<file path="src/rtl/core/cdll_pkg.sv">
package cdll_pkg;

   localparam int CAPACITY = 16;
   localparam int IDX_W    = $clog2(CAPACITY);
   localparam int CNT_W    = $clog2(CAPACITY + 1);
   localparam int VAL_W    = 32;
   localparam int OP_W     = 3;
   localparam int POS_W    = 8;
   localparam int STS_W    = 2;
   localparam int LEN_W    = 5;

   typedef enum logic [OP_W-1:0] {
      OP_INS_HEAD = 3'd0,
      OP_INS_TAIL = 3'd1,
      OP_INS_POS  = 3'd2,
      OP_DEL_HEAD = 3'd3,
      OP_DEL_TAIL = 3'd4,
      OP_DEL_POS  = 3'd5,
      OP_DUMP_FWD = 3'd6,
      OP_DUMP_REV = 3'd7
   } opcode_type;

   typedef enum logic [STS_W-1:0] {
      STS_OK     = 2'd0,
      STS_BADPOS = 2'd1,
      STS_FULL   = 2'd2,
      STS_EMPTY  = 2'd3
   } status_type;

   typedef enum logic [2:0] {
      ST_IDLE,
      ST_WALK,
      ST_INS_LINK,
      ST_INS_JOIN,
      ST_DUMP
   } state_type;

   typedef enum logic [1:0] {
      INS_AT_HEAD,
      INS_AT_TAIL,
      INS_IN_MID
   } ins_mode_type;

   function automatic logic [IDX_W-1:0] lowest_free(input logic [CAPACITY-1:0] map);
      logic [IDX_W-1:0] idx;
      idx = '0;
      for (int i = CAPACITY - 1; i >= 0; i--) begin
         if (map[i]) begin
            idx = IDX_W'(i);
         end
      end
      return idx;
   endfunction

endpackage

</file>
<file path="src/rtl/core/cdll_ram.sv">
module cdll_ram #(
   parameter int WIDTH = 32,
   parameter int DEPTH = 16
) (
   input  logic                     clock,
   input  logic                     wr_en,
   input  logic [$clog2(DEPTH)-1:0] wr_addr,
   input  logic [WIDTH-1:0]         wr_data,
   input  logic [$clog2(DEPTH)-1:0] rd_addr,
   output logic [WIDTH-1:0]         rd_data
);

   logic [WIDTH-1:0] store_ff [DEPTH];
   logic [WIDTH-1:0] rd_data_ff;

   always_ff @(posedge clock) begin
      if (wr_en) begin
         store_ff[wr_addr] <= wr_data;
      end
      rd_data_ff <= store_ff[rd_addr];
   end

   assign rd_data = rd_data_ff;

endmodule

</file>
<file path="src/rtl/core/circular_doubly_linked_list_manager_core.sv">
// circular doubly linked list of signed 32-bit values in a pool of nodes
// request channel: drive req_opcode, req_value, req_position with start high;
// the request is taken at a clock edge where start is high and busy is low
// result channel: each result shows for one cycle with rsp_valid high, and
// rsp_last marks the final result of a request; results are never held off
// value, next link and prev link live in three one-port-write RAMs with a
// registered read; links are followed one node per cycle
// steps from acceptance until busy falls:
//   rejected (bad position, full, empty): busy stays low, next request at once
//   insert at head or tail: write the new node, then link its neighbours
//   insert at position p in the middle: walk to node p - 1, then as above
//   delete head or tail: unlink it; delete at position p: walk to it, unlink
//   dump of n elements: walk the list, one result per cycle
// each result is registered and shows in the cycle after the one that made it
// the worst case is set by the link walk
// reset empties the list and frees every node; no clearing pass is needed
module circular_doubly_linked_list_manager_core (
   input  logic                                clock,
   input  logic                                reset,
   input  logic                                start,
   output logic                                busy,
   input  logic [cdll_pkg::OP_W-1:0]           req_opcode,
   input  logic signed [cdll_pkg::VAL_W-1:0]   req_value,
   input  logic [cdll_pkg::POS_W-1:0]          req_position,
   output logic                                rsp_valid,
   output logic signed [cdll_pkg::VAL_W-1:0]   rsp_element,
   output logic [cdll_pkg::STS_W-1:0]          rsp_status,
   output logic [cdll_pkg::LEN_W-1:0]          rsp_length,
   output logic                                rsp_last
);

   localparam int IDX_W = cdll_pkg::IDX_W;
   localparam int CNT_W = cdll_pkg::CNT_W;
   localparam int VAL_W = cdll_pkg::VAL_W;
   localparam int POS_W = cdll_pkg::POS_W;
   localparam int LEN_W = cdll_pkg::LEN_W;
   localparam int CAP   = cdll_pkg::CAPACITY;

   cdll_pkg::state_type    state_ff, state_in;
   cdll_pkg::ins_mode_type mode_ff, mode_in;

   logic [IDX_W-1:0] cur_ff, cur_in;
   logic [IDX_W-1:0] steps_ff, steps_in;
   logic [CNT_W-1:0] left_ff, left_in;
   logic             fwd_ff, fwd_in;
   logic             is_del_ff, is_del_in;
   logic [IDX_W-1:0] new_ff, new_in;
   logic [VAL_W-1:0] value_ff, value_in;
   logic [IDX_W-1:0] before_ff, before_in;
   logic [IDX_W-1:0] after_ff, after_in;
   logic [IDX_W-1:0] head_ff, head_in;
   logic [IDX_W-1:0] tail_ff, tail_in;
   logic [CNT_W-1:0] count_ff, count_in;
   logic [CAP-1:0]   free_ff, free_in;

   logic                            rsp_valid_ff, rsp_valid_in;
   logic signed [VAL_W-1:0]         rsp_element_ff, rsp_element_in;
   cdll_pkg::status_type            rsp_status_ff, rsp_status_in;
   logic [LEN_W-1:0]                rsp_length_ff, rsp_length_in;
   logic                            rsp_last_ff, rsp_last_in;

   // ram ports
   logic             val_we, nxt_we, prv_we;
   logic [IDX_W-1:0] val_wa, nxt_wa, prv_wa;
   logic [VAL_W-1:0] val_wd, val_rd;
   logic [IDX_W-1:0] nxt_wd, nxt_rd, prv_wd, prv_rd;

   // request decode
   cdll_pkg::opcode_type op;
   cdll_pkg::status_type req_sts;
   logic             accept;
   logic             req_err;
   logic             empty, full;
   logic [POS_W:0]   pos_x, cnt_x;
   logic             ins_mid, ins_head;

   assign accept = start && (state_ff == cdll_pkg::ST_IDLE);
   assign busy   = (state_ff != cdll_pkg::ST_IDLE);
   assign op     = cdll_pkg::opcode_type'(req_opcode);
   assign empty  = (count_ff == '0);
   assign full   = (count_ff == CNT_W'(CAP));
   assign pos_x  = {1'b0, req_position};
   assign cnt_x  = (POS_W + 1)'(count_ff);

   assign ins_head = (op == cdll_pkg::OP_INS_HEAD) ||
                     ((op == cdll_pkg::OP_INS_POS) && (pos_x == 9'd1));
   assign ins_mid  = (op == cdll_pkg::OP_INS_POS) && (pos_x != 9'd1) &&
                     (pos_x != cnt_x + 9'd1);

   always_comb begin
      req_err = 1'b0;
      req_sts = cdll_pkg::STS_OK;
      unique case (op)
         cdll_pkg::OP_INS_HEAD, cdll_pkg::OP_INS_TAIL: begin
            if (full) begin
               req_err = 1'b1;
               req_sts = cdll_pkg::STS_FULL;
            end
         end
         cdll_pkg::OP_INS_POS: begin
            priority if ((pos_x == '0) || (pos_x > cnt_x + 9'd1)) begin
               req_err = 1'b1;
               req_sts = cdll_pkg::STS_BADPOS;
            end else if (full) begin
               req_err = 1'b1;
               req_sts = cdll_pkg::STS_FULL;
            end else begin
               req_err = 1'b0;
            end
         end
         cdll_pkg::OP_DEL_POS: begin
            priority if (empty) begin
               req_err = 1'b1;
               req_sts = cdll_pkg::STS_EMPTY;
            end else if ((pos_x == '0) || (pos_x > cnt_x)) begin
               req_err = 1'b1;
               req_sts = cdll_pkg::STS_BADPOS;
            end else begin
               req_err = 1'b0;
            end
         end
         default: begin
            if (empty) begin
               req_err = 1'b1;
               req_sts = cdll_pkg::STS_EMPTY;
            end
         end
      endcase
   end

   // next state
   always_comb begin
      state_in = state_ff;
      unique case (state_ff)
         cdll_pkg::ST_IDLE: begin
            if (accept && !req_err) begin
               unique case (op)
                  cdll_pkg::OP_INS_HEAD, cdll_pkg::OP_INS_TAIL, cdll_pkg::OP_INS_POS: begin
                     state_in = ins_mid ? cdll_pkg::ST_WALK : cdll_pkg::ST_INS_LINK;
                  end
                  cdll_pkg::OP_DEL_HEAD, cdll_pkg::OP_DEL_TAIL, cdll_pkg::OP_DEL_POS: begin
                     state_in = cdll_pkg::ST_WALK;
                  end
                  default: begin
                     state_in = cdll_pkg::ST_DUMP;
                  end
               endcase
            end
         end
         cdll_pkg::ST_WALK: begin
            if (steps_ff == '0) begin
               state_in = is_del_ff ? cdll_pkg::ST_IDLE : cdll_pkg::ST_INS_LINK;
            end
         end
         cdll_pkg::ST_INS_LINK: state_in = cdll_pkg::ST_INS_JOIN;
         cdll_pkg::ST_INS_JOIN: state_in = cdll_pkg::ST_IDLE;
         cdll_pkg::ST_DUMP: begin
            if (left_ff == CNT_W'(1)) begin
               state_in = cdll_pkg::ST_IDLE;
            end
         end
         default: state_in = cdll_pkg::ST_IDLE;
      endcase
   end

   // datapath and memory control
   always_comb begin
      cur_in    = cur_ff;
      steps_in  = steps_ff;
      left_in   = left_ff;
      fwd_in    = fwd_ff;
      is_del_in = is_del_ff;
      mode_in   = mode_ff;
      new_in    = new_ff;
      value_in  = value_ff;
      before_in = before_ff;
      after_in  = after_ff;
      head_in   = head_ff;
      tail_in   = tail_ff;
      count_in  = count_ff;
      free_in   = free_ff;

      rsp_valid_in   = 1'b0;
      rsp_element_in = '0;
      rsp_status_in  = cdll_pkg::STS_OK;
      rsp_length_in  = LEN_W'(count_ff);
      rsp_last_in    = 1'b1;

      val_we = 1'b0;
      val_wa = new_ff;
      val_wd = value_ff;
      nxt_we = 1'b0;
      nxt_wa = new_ff;
      nxt_wd = after_ff;
      prv_we = 1'b0;
      prv_wa = new_ff;
      prv_wd = before_ff;

      unique case (state_ff)
         cdll_pkg::ST_IDLE: begin
            if (accept) begin
               value_in  = req_value;
               new_in    = cdll_pkg::lowest_free(free_ff);
               is_del_in = (op == cdll_pkg::OP_DEL_HEAD) || (op == cdll_pkg::OP_DEL_TAIL) ||
                           (op == cdll_pkg::OP_DEL_POS);
               fwd_in    = (op != cdll_pkg::OP_DUMP_REV);
               cur_in    = ((op == cdll_pkg::OP_DEL_TAIL) || (op == cdll_pkg::OP_DUMP_REV)) ?
                           tail_ff : head_ff;
               left_in   = count_ff;
               priority if (ins_mid) begin
                  mode_in = cdll_pkg::INS_IN_MID;
               end else if (ins_head) begin
                  mode_in = cdll_pkg::INS_AT_HEAD;
               end else begin
                  mode_in = cdll_pkg::INS_AT_TAIL;
               end
               priority if (op == cdll_pkg::OP_DEL_POS) begin
                  steps_in = IDX_W'(req_position - 8'd1);
               end else if (op == cdll_pkg::OP_INS_POS) begin
                  steps_in = IDX_W'(req_position - 8'd2);
               end else begin
                  steps_in = '0;
               end
               before_in = empty ? cdll_pkg::lowest_free(free_ff) : tail_ff;
               after_in  = empty ? cdll_pkg::lowest_free(free_ff) : head_ff;
               if (req_err) begin
                  rsp_valid_in  = 1'b1;
                  rsp_status_in = req_sts;
               end
            end
         end
         cdll_pkg::ST_WALK: begin
            if (steps_ff == '0) begin
               if (is_del_ff) begin
                  // unlink cur_ff using its own links
                  count_in         = count_ff - CNT_W'(1);
                  free_in[cur_ff]  = 1'b1;
                  if (count_ff == CNT_W'(1)) begin
                     head_in = '0;
                     tail_in = '0;
                  end else begin
                     nxt_we = 1'b1;
                     nxt_wa = prv_rd;
                     nxt_wd = nxt_rd;
                     prv_we = 1'b1;
                     prv_wa = nxt_rd;
                     prv_wd = prv_rd;
                     if (cur_ff == head_ff) begin
                        head_in = nxt_rd;
                     end
                     if (cur_ff == tail_ff) begin
                        tail_in = prv_rd;
                     end
                  end
                  rsp_valid_in  = 1'b1;
                  rsp_length_in = LEN_W'(count_in);
               end else begin
                  before_in = cur_ff;
                  after_in  = nxt_rd;
               end
            end else begin
               cur_in   = nxt_rd;
               steps_in = steps_ff - IDX_W'(1);
            end
         end
         cdll_pkg::ST_INS_LINK: begin
            val_we = 1'b1;
            nxt_we = 1'b1;
            prv_we = 1'b1;
         end
         cdll_pkg::ST_INS_JOIN: begin
            prv_we = 1'b1;
            prv_wa = after_ff;
            prv_wd = new_ff;
            nxt_we = 1'b1;
            nxt_wa = before_ff;
            nxt_wd = new_ff;
            free_in[new_ff] = 1'b0;
            count_in        = count_ff + CNT_W'(1);
            if ((mode_ff == cdll_pkg::INS_AT_HEAD) || empty) begin
               head_in = new_ff;
            end
            if ((mode_ff == cdll_pkg::INS_AT_TAIL) || empty) begin
               tail_in = new_ff;
            end
            rsp_valid_in  = 1'b1;
            rsp_length_in = LEN_W'(count_in);
         end
         cdll_pkg::ST_DUMP: begin
            rsp_valid_in   = 1'b1;
            rsp_element_in = val_rd;
            rsp_last_in    = (left_ff == CNT_W'(1));
            cur_in         = fwd_ff ? nxt_rd : prv_rd;
            left_in        = left_ff - CNT_W'(1);
         end
         default: begin
            rsp_valid_in = 1'b0;
         end
      endcase
   end

   always_ff @(posedge clock) begin
      if (reset) begin
         state_ff     <= cdll_pkg::ST_IDLE;
         head_ff      <= '0;
         tail_ff      <= '0;
         count_ff     <= '0;
         free_ff      <= '1;
         rsp_valid_ff <= 1'b0;
      end else begin
         state_ff     <= state_in;
         head_ff      <= head_in;
         tail_ff      <= tail_in;
         count_ff     <= count_in;
         free_ff      <= free_in;
         rsp_valid_ff <= rsp_valid_in;
      end
   end

   always_ff @(posedge clock) begin
      cur_ff         <= cur_in;
      steps_ff       <= steps_in;
      left_ff        <= left_in;
      fwd_ff         <= fwd_in;
      is_del_ff      <= is_del_in;
      mode_ff        <= mode_in;
      new_ff         <= new_in;
      value_ff       <= value_in;
      before_ff      <= before_in;
      after_ff       <= after_in;
      rsp_element_ff <= rsp_element_in;
      rsp_status_ff  <= rsp_status_in;
      rsp_length_ff  <= rsp_length_in;
      rsp_last_ff    <= rsp_last_in;
   end

   assign rsp_valid   = rsp_valid_ff;
   assign rsp_element = rsp_element_ff;
   assign rsp_status  = rsp_status_ff;
   assign rsp_length  = rsp_length_ff;
   assign rsp_last    = rsp_last_ff;

   // read address follows cur_in so read data always belongs to cur_ff
   cdll_ram #(.WIDTH(VAL_W), .DEPTH(CAP)) u_val_ram (
      .clock   (clock),
      .wr_en   (val_we),
      .wr_addr (val_wa),
      .wr_data (val_wd),
      .rd_addr (cur_in),
      .rd_data (val_rd)
   );

   cdll_ram #(.WIDTH(IDX_W), .DEPTH(CAP)) u_nxt_ram (
      .clock   (clock),
      .wr_en   (nxt_we),
      .wr_addr (nxt_wa),
      .wr_data (nxt_wd),
      .rd_addr (cur_in),
      .rd_data (nxt_rd)
   );

   cdll_ram #(.WIDTH(IDX_W), .DEPTH(CAP)) u_prv_ram (
      .clock   (clock),
      .wr_en   (prv_we),
      .wr_addr (prv_wa),
      .wr_data (prv_wd),
      .rd_addr (cur_in),
      .rd_data (prv_rd)
   );

   a_free_matches_count: assert property (@(posedge clock) disable iff (reset)
      $countones(~free_ff) == int'(count_ff))
      else $error("free map disagrees with element count");

   a_empty_clears_ends: assert property (@(posedge clock) disable iff (reset)
      (count_ff == '0) |-> ((head_ff == '0) && (tail_ff == '0)))
      else $error("empty list with nonzero head or tail");

   a_last_ends_request: assert property (@(posedge clock) disable iff (reset)
      (rsp_valid_ff && rsp_last_ff) |-> (state_ff == cdll_pkg::ST_IDLE))
      else $error("final result while request still in progress");

   a_quiet_while_linking: assert property (@(posedge clock) disable iff (reset)
      ((state_ff == cdll_pkg::ST_WALK) || (state_ff == cdll_pkg::ST_INS_LINK) ||
       (state_ff == cdll_pkg::ST_INS_JOIN)) |-> !rsp_valid_ff)
      else $error("result emitted during link update");

endmodule

</file>
<file path="config.mk">
export PLATFORM = sky130hd
export DESIGN_NAME = circular_doubly_linked_list_manager_core
export DESIGN_NICKNAME = d
export VERILOG_FILES = /design/src/rtl/core/cdll_pkg.sv /design/src/rtl/core/cdll_ram.sv /design/src/rtl/core/circular_doubly_linked_list_manager_core.sv
export SDC_FILE = /design/constraint.sdc
export NUM_CORES = 1
export LEC_CHECK = 0
export BUFFER_PORTS_ARGS = -buffer_cell sky130_fd_sc_hd__buf_2
export CORE_UTILIZATION = 56
export DETAILED_ROUTE_END_ITERATION = 10
export PLACE_DENSITY = 0.76
export SYNTH_ARGS = -nofsm -noshare
export SYNTH_HDL_FRONTEND = slang
export SYNTH_SLANG_ARGS = --single-unit
export TNS_END_PERCENT = 100
</file>
<file path="constraint.sdc">
create_clock -name clock -period 3.8 [get_ports clock]
set_input_delay 0 -clock clock [delete_from_list [all_inputs] [get_ports clock]]
set_output_delay 0 -clock clock [all_outputs]
set_load 0.02 [all_outputs]
</file>
* Word level (Yosys, flattened, before mapping)
Memory sizes are Yosys's and may differ from the RTL's. A register that Yosys moved wholly into a read port is not among the register bits. Cells that the tools add are included.
Operators by class: muxes and demuxes 110, $lt $le $gt $ge 6, $mul 0, shift-type cells 0, reductions and logical operators 40, divide/modulo/power cells 0, equality and inequality tests 31, bitwise gates (word level) 3, add/subtract/negate cells 7
Operator list (number):
- 4-bit 2-to-1 mux | 54
- 4-bit case mux with 2 select lines | 9
- 16-bit 2-to-1 mux | 2
- 16-bit case mux with 2 select lines | 1
- 1-bit 2-to-1 mux | 21
- 5-bit case mux with 2 select lines | 2
- 16-bit bitwise AND | 1
- 2-bit inequality test, second input constant | 8
- 16-bit NOT | 1
- 16-bit bitwise OR | 1
- 5-bit 2-to-1 mux | 3
- 3-bit by 2-bit == test with 1-bit output, second input constant | 4
- 3-bit == test, second input constant | 4
- 2-bit 2-to-1 mux | 6
- 3-bit case mux with 4 select lines | 1
- 4-bit case mux with 3 select lines | 1
- 3-bit AND reduction | 4
- 5-bit by 1-bit == test with 1-bit output, second input constant | 2
- 4-bit by 5-bit less-than comparator with 1-bit output, second input constant | 2
- 5-bit AND reduction | 2
- 5-bit by 1-bit subtractor with 5-bit output, second input constant | 2
- 9-bit logical NOT | 1
- 3-bit 2-to-1 mux | 3
- 3-bit inequality test, second input constant | 3
- 33 further kinds | 59
Storage, ports and cells: memory bits (writable) 640, memories 3, output and inout bits 42, logic and storage cells 220, bits in registers 134, bits in latches 0, input port bits 46, bits in read-only memories 0
Memory list:
- u_val_ram.store_ff | words 16, width 32, read ports 1, clocked after Yosys merged registers in 1, write ports 1, line cdll_ram.sv:13 | logic [WIDTH-1:0] store_ff [DEPTH];
- u_nxt_ram.store_ff | words 16, width 4, read ports 1, clocked after Yosys merged registers in 1, write ports 1, line cdll_ram.sv:13
- u_prv_ram.store_ff | words 16, width 4, read ports 1, clocked after Yosys merged registers in 1, write ports 1, line cdll_ram.sv:13

* Depth between registers and ports, before layout
depth in word-level cells 19, depth in mapped cells 13

* Cells and area by module
A second synthesis with hierarchy kept.
Unflattened totals: cell total of the unflattened synthesis 1741, area, all modules 31495.2 sq um
By module, submodules not included:
- cdll_ram at u_val_ram | times used 1, cells an instance 838, seq. area each 16015.4 sq um, area each 19835.3 sq um
- circular_doubly_linked_list_manager_core | times used 1, cells an instance 643, seq. area each 3253.1 sq um, area each 6327.3 sq um
- cdll_ram at u_nxt_ram ... | times used 2, cells an instance 130, seq. area each 2001.9 sq um, area each 2666.3 sq um

* Least setup slack after synthesis
OpenSTA, ideal clock, no wires.
path kind flip-flop to flip-flop, start register state_ff[0], end memory u_val_ram.store_ff[12][0], enable pin, required time 3.339 ns, buffers on the path 2, slack -0.019 ns, arrival 3.358 ns, period minus slack after synthesis 3.819 ns, stages on the path, launching flop included 6, setup time 0.461 ns, cell sequence dfxtp_1 > clkbuf_1 > clkbuf_1 > nor3_1 > nand3_1 > nor3_1
On the way: word-level cells in the longest chain between the ends 4
Ends and longest elaborated chain:
- from (decl) | line circular_doubly_linked_list_manager_core.sv:39 | cdll_pkg::state_type state_ff, state_in;
- from (signal assigned) | line circular_doubly_linked_list_manager_core.sv:304 | state_ff <= cdll_pkg::ST_IDLE;
- from (signal assigned) | line circular_doubly_linked_list_manager_core.sv:311 | state_ff <= state_in;
- 3-bit by 2-bit == test with 1-bit output | line circular_doubly_linked_list_manager_core.sv:199 | unique case (state_ff)
- 1-bit 2-to-1 mux | line circular_doubly_linked_list_manager_core.sv:199
- 1-bit 2-to-1 mux | line cdll_ram.sv:17 | if (wr_en) begin
- 1-bit 2-to-1 mux (implied by the code) | line cdll_ram.sv:18 | store_ff[wr_addr] <= wr_data;
- to (decl) | line cdll_ram.sv:13
No other way between the ends.

* Worst setup path in the final report
start register steps_ff[0], end register u_val_ram.rd_data_ff[26], in the netlist u_val_ram.rd_data[26], read port of u_val_ram.store_ff
On the way: word-level cells in the longest chain between the ends 3
Ends and longest elaborated chain:
- from (decl) | line circular_doubly_linked_list_manager_core.sv:43 | logic [IDX_W-1:0] steps_ff, steps_in;
- from (signal assigned) | line circular_doubly_linked_list_manager_core.sv:322 | steps_ff <= steps_in;
- 4-bit logical NOT | line circular_doubly_linked_list_manager_core.sv:233 | if (steps_ff == '0) begin
- 4-bit 2-to-1 mux | line circular_doubly_linked_list_manager_core.sv:233
- 4-bit case mux with 3 select lines | line circular_doubly_linked_list_manager_core.sv:199
- to (decl) | line cdll_ram.sv:14 | logic [WIDTH-1:0] rd_data_ff;
No other way between the ends. A chain may end at the register's enable or synchronous reset.

==> summary.txt <==
Worst setup path
  – Startpoint types: flip-flop
  – CP arrival: about 4000 ps
  – WP data required: approximately 4300 ps
  – Critical path class: reg2reg
  – Critical path peak fanout: 26
  – Kind of end point of the critical path: flip-flop

Power and ir drop
  – Clock power frac: slightly below 40%
  – Switch share: 23.3%
  – PD cells: 523 nW/um^2
  – Pleak: 0.0139 uW
  – Reg power frac: 52.1%
  – Max VDD drop: 0.511 mV
  – Combinational power share: 8.3%
  – Sw Pwr: 4590 uW
  – P_int: 15,100 uW

Finish
  – Share of layout cells above drive strength 1: approximately 15%
  – Post-route cell area: 37,600 sq um
  – Most frequent cells in the layout: edfxtp_1 (697), nand2_1 (244), mux2i_1 (164), o211ai_1 (164), dfxtp_1 (117)
  – Non-Filler Instances: 3,195
  – Nets: 2,426
  – Filler cell count: 4,003
  – Area Overhead vs Synth: 13.4%
  – Leading cell type in the layout, fill and taps excluded: edfxtp_1

Detailed routing
  – Routed via count: approximately 19,000
  – Per-cell routed wire length: between 20 and 25 microns
  – DR DRC count: 0
  – DRT iter0 DRCs: 1,774
  – Detail Route Antenna Nets: 0
  – DRT Pass-1 Iters: 7
  – Routed vias/inst: around 6
  – Total Routed Length: 74.6 mm

Clock tree
  – Clk_lat worst skew: between 600 and 700 ps
  – Number of post-CTS setup repair buffers: 0
  – Root Buffer: clkbuf_16
  – Num CTS Buffers: 82
  – CTS Buffer Depth: 3
  – H-tree depth: 3
  – Clk pin slew, worst setup/hold paths: 60 ps
  – TritonCTS clock tree: done
  – Sink Count: between 800 and 900

Logic synthesis
  – Post-synth EDFFs: roughly 700
  – Multiplexer share of the synthesized area: between 10% and 20%
  – Distinct cell type count after synthesis: 61
  – Synthesized area: 33,200 sq um
  – Avg Inst Size Synth: 15.1 sq um
  – Top post-synthesis cells by area: edfxtp_1 (63%), dfxtp_1 (7.1%), mux2i_1 (5.0%), mux2_1 (3.7%), o211ai_1 (3.7%)
  – Synth top area share: 63.1%
  – Syn nets: 2,260
  – Post-Syn Instances: 2,193
  – Synth Area in Compound Gates: just over 7%
  – Seq cells post-synth: 814
  – Asr flop ratio synth: 0%
  – Post-synthesis xor/xnor area fraction: less than 1%
  – Largest family of logic cells by synthesized area: multiplexers
  – Adder-cell share of the synthesized area: 0.792%
  – Yosys top cell by area: edfxtp_1
  – Ys flop type: edfxtp_1
  – Simple logic cell fraction of the synthesized area: 7.13%
  – YS warnings: 0
  – Post-synthesis sequential area ratio: 70.2%

Global route
  – Initial antenna violation count: 0
  – GRT Overall Usage: 24.9%
  – Largest net degree at the start of global routing: 113
  – GRT overflow: 0
  – Number of global-route vias before repair: 19,415
  – First-pass GRT wire length: 113 mm

Timing
  – Final setup fails: 0
  – Crit path time final: 3580 ps
  – Least-Margin Pin Slew: 915 ps
  – TNS Setup: 0 ps
  – Worst clock skew: 34.1 ps
  – Tcrit/Tclk final: 94.3%
  – Final-report hold violation count: 0
  – Slew Viols, Final: 0
  – Max Clk Rate: 0.279 GHz
  – Worst rel slew slack: 38.6%
  – RSZ-0062 raised after global routing: no

Floorplan
  – Die Wd: 245 microns
  – Die Area: 60,200 sq um
  – Die height: 245 microns
  – Core area: 58,100 sq um
  – IO Count: 88
  – Initial core utilization: 57.0%
  – Placement Rows: 88

Run status
  – Outcome: finished clean

Min path
  – HP Class: in2reg

Placed design
  – GPL Wtd Cong: 0.904
  – PortBufs: 87
  – Hpwl dp: 41.7 mm
  – Placed inst area: 34,500 sq um
  – Placed Instances: 2,994

Job
  – Max cap viols: 0
==> worst max-delay path, cell delays in order (launching register included) <==
cell      delay [ps]
edfxtp_1         420
inv_1             90
ha_1             230
or3b_1           480
a21o_1           220
a221o_1          330
o32ai_4          340
buf_12           280
buf_4            350
mux2_2           390
o211ai_1         190
nand4_1          110
==> final timing paths <==
path	from	end	cells after the start	slack [ps]
hold reg to reg	u_val_ram.rd_data[0]$_DFF_P_	rsp_element[0]$_SDFF_PN0_	1	420
hold / removal	req_position[3]	steps_ff[3]$_DFFE_PP_	5	40
setup reg to reg	steps_ff[0]$_DFFE_PP_	u_val_ram.rd_data[26]$_DFF_P_	11	220
setup / recovery	steps_ff[0]$_DFFE_PP_	u_val_ram.rd_data[26]$_DFF_P_	11	220
==> per-layer routing <==
metal	vias to the layer above	GRT usage, %	share of wire [%]
met2	726	42.3	50
met3	121	3.31	5.9
met1	9662	33.0	42
li1	8730	-	-
met4	0	8.64	2.6
met5	-	0	0
==> synth_stat cells, types with 3 or more instances <==
cell,n
edfxtp_1,697
nand2_1,244
mux2i_1,164
o211ai_1,164
dfxtp_1,117
mux2_1,110
nor2_1,92
mux2_2,53
clkbuf_1,47
nand4_1,44
a21oi_1,40
buf_2,35
o21ai_0,35
and2_1,34
buf_12,31
inv_1,28
nand3_1,28
nor3_1,27
a221o_1,21
ha_1,21
xnor2_1,15
nor2b_1,14
nand2b_1,11
a31oi_1,9
xor2_1,9
a211oi_1,8
a22oi_1,8
o22ai_1,8
a221oi_1,7
a311oi_1,6
buf_1,6
buf_4,4
buf_6,4
nor3b_1,4
nor4_1,4
or2_2,4
a21boi_0,3
o21a_1,3
o21ai_1,3
o21bai_1,3
o41ai_1,3
==> layout make-up <==
class | instances | area [sq um] | area share, %
Sequential cell | 814 | 23300 | 61.9
Multi-Input combinational cell | 1222 | 8860 | 23.6
Clock buffer | 115 | 2320 | 6.17
Timing Repair Buffer | 210 | 1740 | 4.62
Tap cell | 765 | 957 | 2.55
Clock inverter | 39 | 332 | 0.882
Inverter | 29 | 109 | 0.290
Antenna cell | 1 | 2.50 | 0.00666
==> state kept, by name, summed over array words and instances (netlist names), 3 cells and up <==
name                count
count_ff                5
after_ff                4
steps_ff                4
new_ff                  4
u_nxt_ram.store_ff     64
u_val_ram.rd_data      32
tail_ff                 4
val_wd                 32
before_ff               4
free_ff                16
state_ff                3
u_nxt_ram.rd_data       4
u_prv_ram.store_ff     64
u_prv_ram.rd_data       4
rsp_length              5
u_val_ram.store_ff    512
left_ff                 5
cur_ff                  4
rsp_element            32
head_ff                 4
==> logic make-up after synthesis <==
group / Yosys count
simple gates: 518
mux: 327
flops: 814
buf+inv: 157
xor+xnor: 24
compound gates: 332
fa+ha+maj: 21
==> power groups by stage <==
stage	logic (uW)	registers (uW)	clock network, uW
floorplan	1200	10300	0
global placement	1540	10400	0
detailed placement	1580	10400	0
CTS	1630	10200	7890
global route	1760	10300	8240
finish	1630	10200	7800
==> metrics by stage <==
step	setup slack [ps]	power [uW]	hold WS (ps)	utilization, %
floorplan	14.8	11500	98.9	-
global placement	318	11900	177	59.3
detailed placement	253	12000	178	59.3
CTS	208	19700	17.4	64.7
global route	74.2	20200	50.8	64.7
finish	217	19700	40.6	64.7
==> timing repair <==
action | in CTS | in global routing
endpoints found under the setup margin | 0 | 0
resized for setup | 0 | 0
hold buffers | 46 | 0
endpoints found under the hold margin | 60 | 0
(Power assumes the default switching activity.)
